File: src/hdl/ria_bitmap.sv
// ----------------------------------------------------------------------------
// ria_bitmap
// Word-organized used map with a registered read, a clearing pass after reset
// that marks the reserved ids, and a lowest-free-bit search over the word just
// read, masked by scan_lo on the first and last word of a scan.
// ----------------------------------------------------------------------------
module ria_bitmap #(
  parameter int ID_BITS  = 9,
  parameter int RESERVED = 4
) (
  input  logic                                     clk,
  input  logic                                     rst_n,
  input  logic [ID_BITS-((ID_BITS > 5) ? 5 : ID_BITS-1)-1:0] rd_word,
  input  logic                                     wr_en,
  input  logic [ID_BITS-((ID_BITS > 5) ? 5 : ID_BITS-1)-1:0] wr_word,
  input  logic [(1 << ((ID_BITS > 5) ? 5 : ID_BITS-1))-1:0]  wr_bits,
  input  logic [((ID_BITS > 5) ? 5 : ID_BITS-1)-1:0]         scan_lo,
  input  logic                                     scan_first,
  input  logic                                     scan_last,
  output logic [(1 << ((ID_BITS > 5) ? 5 : ID_BITS-1))-1:0]  rd_bits,
  output logic                                     free_found,
  output logic [((ID_BITS > 5) ? 5 : ID_BITS-1)-1:0]         free_bit,
  output logic                                     busy
);

  localparam int LW     = (ID_BITS > 5) ? 5 : ID_BITS - 1;
  localparam int W      = 1 << LW;
  localparam int WB     = ID_BITS - LW;
  localparam int NWORDS = 1 << WB;

  logic [W-1:0]  map_mem [NWORDS];
  logic [W-1:0]  rd_bits_r;
  logic [WB-1:0] clr_word_r;
  logic [WB-1:0] clr_word_nxt;
  logic          busy_r;
  logic          busy_nxt;
  logic [W-1:0]  rsv_bits;
  logic [W-1:0]  scan_mask;
  logic [W-1:0]  free_bits;
  logic          mem_we;
  logic [WB-1:0] mem_waddr;
  logic [W-1:0]  mem_wdata;

  always_comb begin
    for (int j = 0; j < W; j++) begin
      rsv_bits[j] = ({clr_word_r, LW'(j)} < RESERVED);
    end
  end

  always_comb begin
    clr_word_nxt = clr_word_r + 1'b1;
    busy_nxt     = busy_r && (clr_word_r != {WB{1'b1}});
  end

  always_ff @(posedge clk) begin
    if (!rst_n) begin
      clr_word_r <= '0;
      busy_r     <= 1'b1;
    end else begin
      if (busy_r) begin
        clr_word_r <= clr_word_nxt;
      end
      busy_r <= busy_nxt;
    end
  end

  always_comb begin
    mem_we    = busy_r || wr_en;
    mem_waddr = busy_r ? clr_word_r : wr_word;
    mem_wdata = busy_r ? rsv_bits : wr_bits;
  end

  always_ff @(posedge clk) begin
    if (mem_we) begin
      map_mem[mem_waddr] <= mem_wdata;
    end
    rd_bits_r <= map_mem[rd_word];
  end

  always_comb begin
    for (int j = 0; j < W; j++) begin
      if (scan_first) begin
        scan_mask[j] = (LW'(j) >= scan_lo);
      end else if (scan_last) begin
        scan_mask[j] = (LW'(j) < scan_lo);
      end else begin
        scan_mask[j] = 1'b1;
      end
    end
    free_bits = ~rd_bits_r & scan_mask;
  end

  always_comb begin
    free_bit = '0;
    for (int j = W - 1; j >= 0; j--) begin
      if (free_bits[j]) begin
        free_bit = LW'(j);
      end
    end
  end

  assign free_found = |free_bits;
  assign rd_bits    = rd_bits_r;
  assign busy       = busy_r;

endmodule

File: config.mk
export PLATFORM = sky130hd
export DESIGN_NAME = ria_bitmap
export DESIGN_NICKNAME = d
export VERILOG_FILES = /design/src/hdl/ria_bitmap.sv
export SDC_FILE = /design/constraint.sdc
export NUM_CORES = 1
export LEC_CHECK = 0
export BUFFER_PORTS_ARGS = -buffer_cell sky130_fd_sc_hd__buf_2
export CORE_MARGIN = 4
export CORE_UTILIZATION = 51
export CTS_BUF_LIST = sky130_fd_sc_hd__clkbuf_8
export DETAILED_ROUTE_END_ITERATION = 8
export PLACE_DENSITY_LB_ADDON = 0.15
export REMOVE_ABC_BUFFERS = 1
export SLEW_MARGIN = 20
export SYNTH_ARGS = -nofsm -noshare
export SYNTH_HDL_FRONTEND = slang
export SYNTH_SLANG_ARGS = --single-unit
File: constraint.sdc
create_clock -name clk -period 2.86 [get_ports clk]
set_input_delay 0.143 -clock clk [delete_from_list [all_inputs] [get_ports clk]]
set_output_delay 0.143 -clock clk [all_outputs]
set_load 0.005 [all_outputs]
==> reports/results.ini <==
[run_status]
outcome=finished clean

[place]
place.gp.congestion=0.919
io_buffers=88
dp_cells=1770
hpwl_um=31700

[clock_tree]
clkLatencyLatePin_ns=0.64
cts_tree=yes
htreeDepth=3
cts_root_buffer=clkbuf_8
numCtsBuffers=87
cts.sink_count=549
clk_pin_slew_ns=0.07
cts_buffer_depth=3

[finish]
utilization_pct=59.8
multi_input_area_mm2=0.00577
layout_commonest_cell=edfxtp_1
syn_to_final_growth_pct=16.2
nets=1335
antenna_cells=0
fill_cells=3190
mostFrequentLayoutCells=edfxtp_1 (512), mux4_2 (160), clkbuf_8 (101)
regArea_mm2=0.0161
final_cell_count_no_fill=1936
drive_gt1_share_pct=35.9

[job]
drv_cap=0

[setup_path]
cp.arrival_ns=2.61
critical_path_class=flip-flop to output port
cp.required_ns=2.72
critPathMaxFanout=4
worst_setup_path_start_kind=flip-flop
crit_path_end_kind=output port

[logic_synthesis]
async_reset_ff_share_pct=0
yosysWarnings=0
netlist_instances=1101
yosysSeqAreaShare_pct=72.9
yosysUniqueCellTypes=72
synth-seq-cells=549
syn_area_mm2=0.0221
syn_avg_cell_area_um2=20.1
synth-edff-count=512
ys.flop_type=edfxtp_1

[power_and_ir_drop]
powerDensity_mw_per_mm2=661
power.leakage_nw=8.63
ir_drop_uv=371

[timing]
maxSlewHeadroom_pct=29.0
timing.hold.ws_ns=0.0533
fin_crit_sh_pct=96.4
finalHoldViolCount=0
drv_slew=0
timing.fmax_mhz=363
skew_ns=0.0251
min_period_ns=2.76
worstMarginPinSlew_ns=1.06
finalSetupTns_ns=0
setup_viol=0

[routing]
wl_per_cell_um=27.5
drtIter0Drc=1261
num_vias=11800
drc=0
via_per_inst=6.09
dr.pass1.iters=5
drtAntennaViolNets=0
wl_um=53200

[grt]
grtUsageMet2_pct=35.7
busiest_layer=met2
antenna_found_initial=0
grt_pass1_wl_um=79500
met1_usage_pct=34.8
first_global_vias=12000
grt_max_degree=43
use_met3_pct=4.91
grtUsageTotal_pct=23.2
grt.overflow.total=0

[floorplan]
io_pins=89
die_y_um=216
die_x_um=216
core-area_mm2=0.0430
rows=76
floorplan.die_area_mm2=0.0467
initial_core_util_pct=51.4

[worst_hold_path]
hp-class=input port to flip-flop

==> state kept, by name, indices dropped and copies added (netlist names) <==
name / flops
map_mem: 512
busy: 1
rd_bits: 32
clr_word_r: 4
==> worst paths after layout <==
check	slack (ns)	startpoint	endpoint	cells past startpoint
setup / recovery	0.10	rd_bits[10]$_DFF_P_	free_bit[0]	7
hold / removal	0.05	wr_bits[5]	map_mem[1][5]$_DFFE_PP_	3
setup reg to reg	0.61	busy$_SDFF_PN1_	map_mem[1][27]$_DFFE_PP_	4
hold reg to reg	0.59	clr_word_r[3]$_SDFFE_PN0P_	busy$_SDFF_PN1_	3
==> per-stage QoR <==
| stage | worst slack (ns) | area [µm²] | power (mW) |
|---|---|---|---|
| after floorplan | -0.485 | 21800 | 9.85 |
| final | 0.104 | 25700 | 17.0 |
| after global routing | -0.00315 | 25700 | 17.7 |
| after global placement | -0.0554 | 23800 | 10.6 |
| after detailed placement | -0.00261 | 23800 | 10.6 |
| after CTS | -0.0614 | 25600 | 17.1 |
==> kinds of logic (layout without fill, tap and decap cells) <==
kind of cell / after synthesis / count (layout) / synth area share, %
buffers and inverters: 87 / 337 / 1.84
adders and majority gates: 2 / 2 / 0.113
xor gates and xnor gates: 3 / 3 / 0.119
AOI/OAI and AO/OA: 140 / 140 / 4.69
muxes: 163 / 163 / 16.4
and+or+nand+nor: 157 / 157 / 3.90
DFF: 549 / 549 / 72.9
==> synth_stat cells, types with 8 or more instances <==
cell	instances	area, µm²
edfxtp_1	512	15400
mux4_2	160	3600
nand2_1	27	101
dfxtp_1	37	741
clkbuf_1	32	120
inv_1	17	63.8
nand3_1	11	55.1
a21oi_1	22	110
a31oi_1	13	81.3
and2_1	9	56.3
buf_2	19	95.1
nor2_1	35	131
buf_1	8	30.0
o21ai_0	20	100
nor3_1	9	45.0
nor2b_1	34	213
==> what timing repair did <==
action,in CTS,in global routing
pin swaps,5,7
endpoints found under the setup margin,4,2
hold endpoints to repair,8,0
gates resized for setup,11,15
cloned,0,0
hold buffers,2,0
setup buffers,3,4
==> power breakdown <==
part	internal, mW	total (mW)	switching (mW)	leakage, nW
combinational	0.629	1.38	0.751	2.55
clock	3.55	6.50	2.94	0.977
sequential	8.95	9.10	0.155	5.10
==> final cells by class <==
cell class | count | area share [%]
Sequential cell | 549 | 62.8
Multi-Input combinational cell | 465 | 22.5
Clock buffer | 100 | 5.36
Timing Repair Buffer | 162 | 4.87
Tap cell | 585 | 2.85
Clock inverter | 57 | 1.36
Inverter | 18 | 0.263
==> metal layers <==
metal | wire [µm] | vias up
li1 | - | 4983
met1 | 23000 | 6270
met2 | 25500 | 459
met3 | 3810 | 84
met4 | 861 | 0
met5 | 0 | -
==> worst max-delay path: stages, from the launching register on <==
cell       delay (ns)
dfxtp_1          0.46
inv_1            0.12
and3_1           0.23
a2111oi_4        0.35
nand4_1          0.22
a211oi_4         0.36
buf_6            0.15
buf_6            0.09
Note: power is estimated with default switching activity, not from simulation.
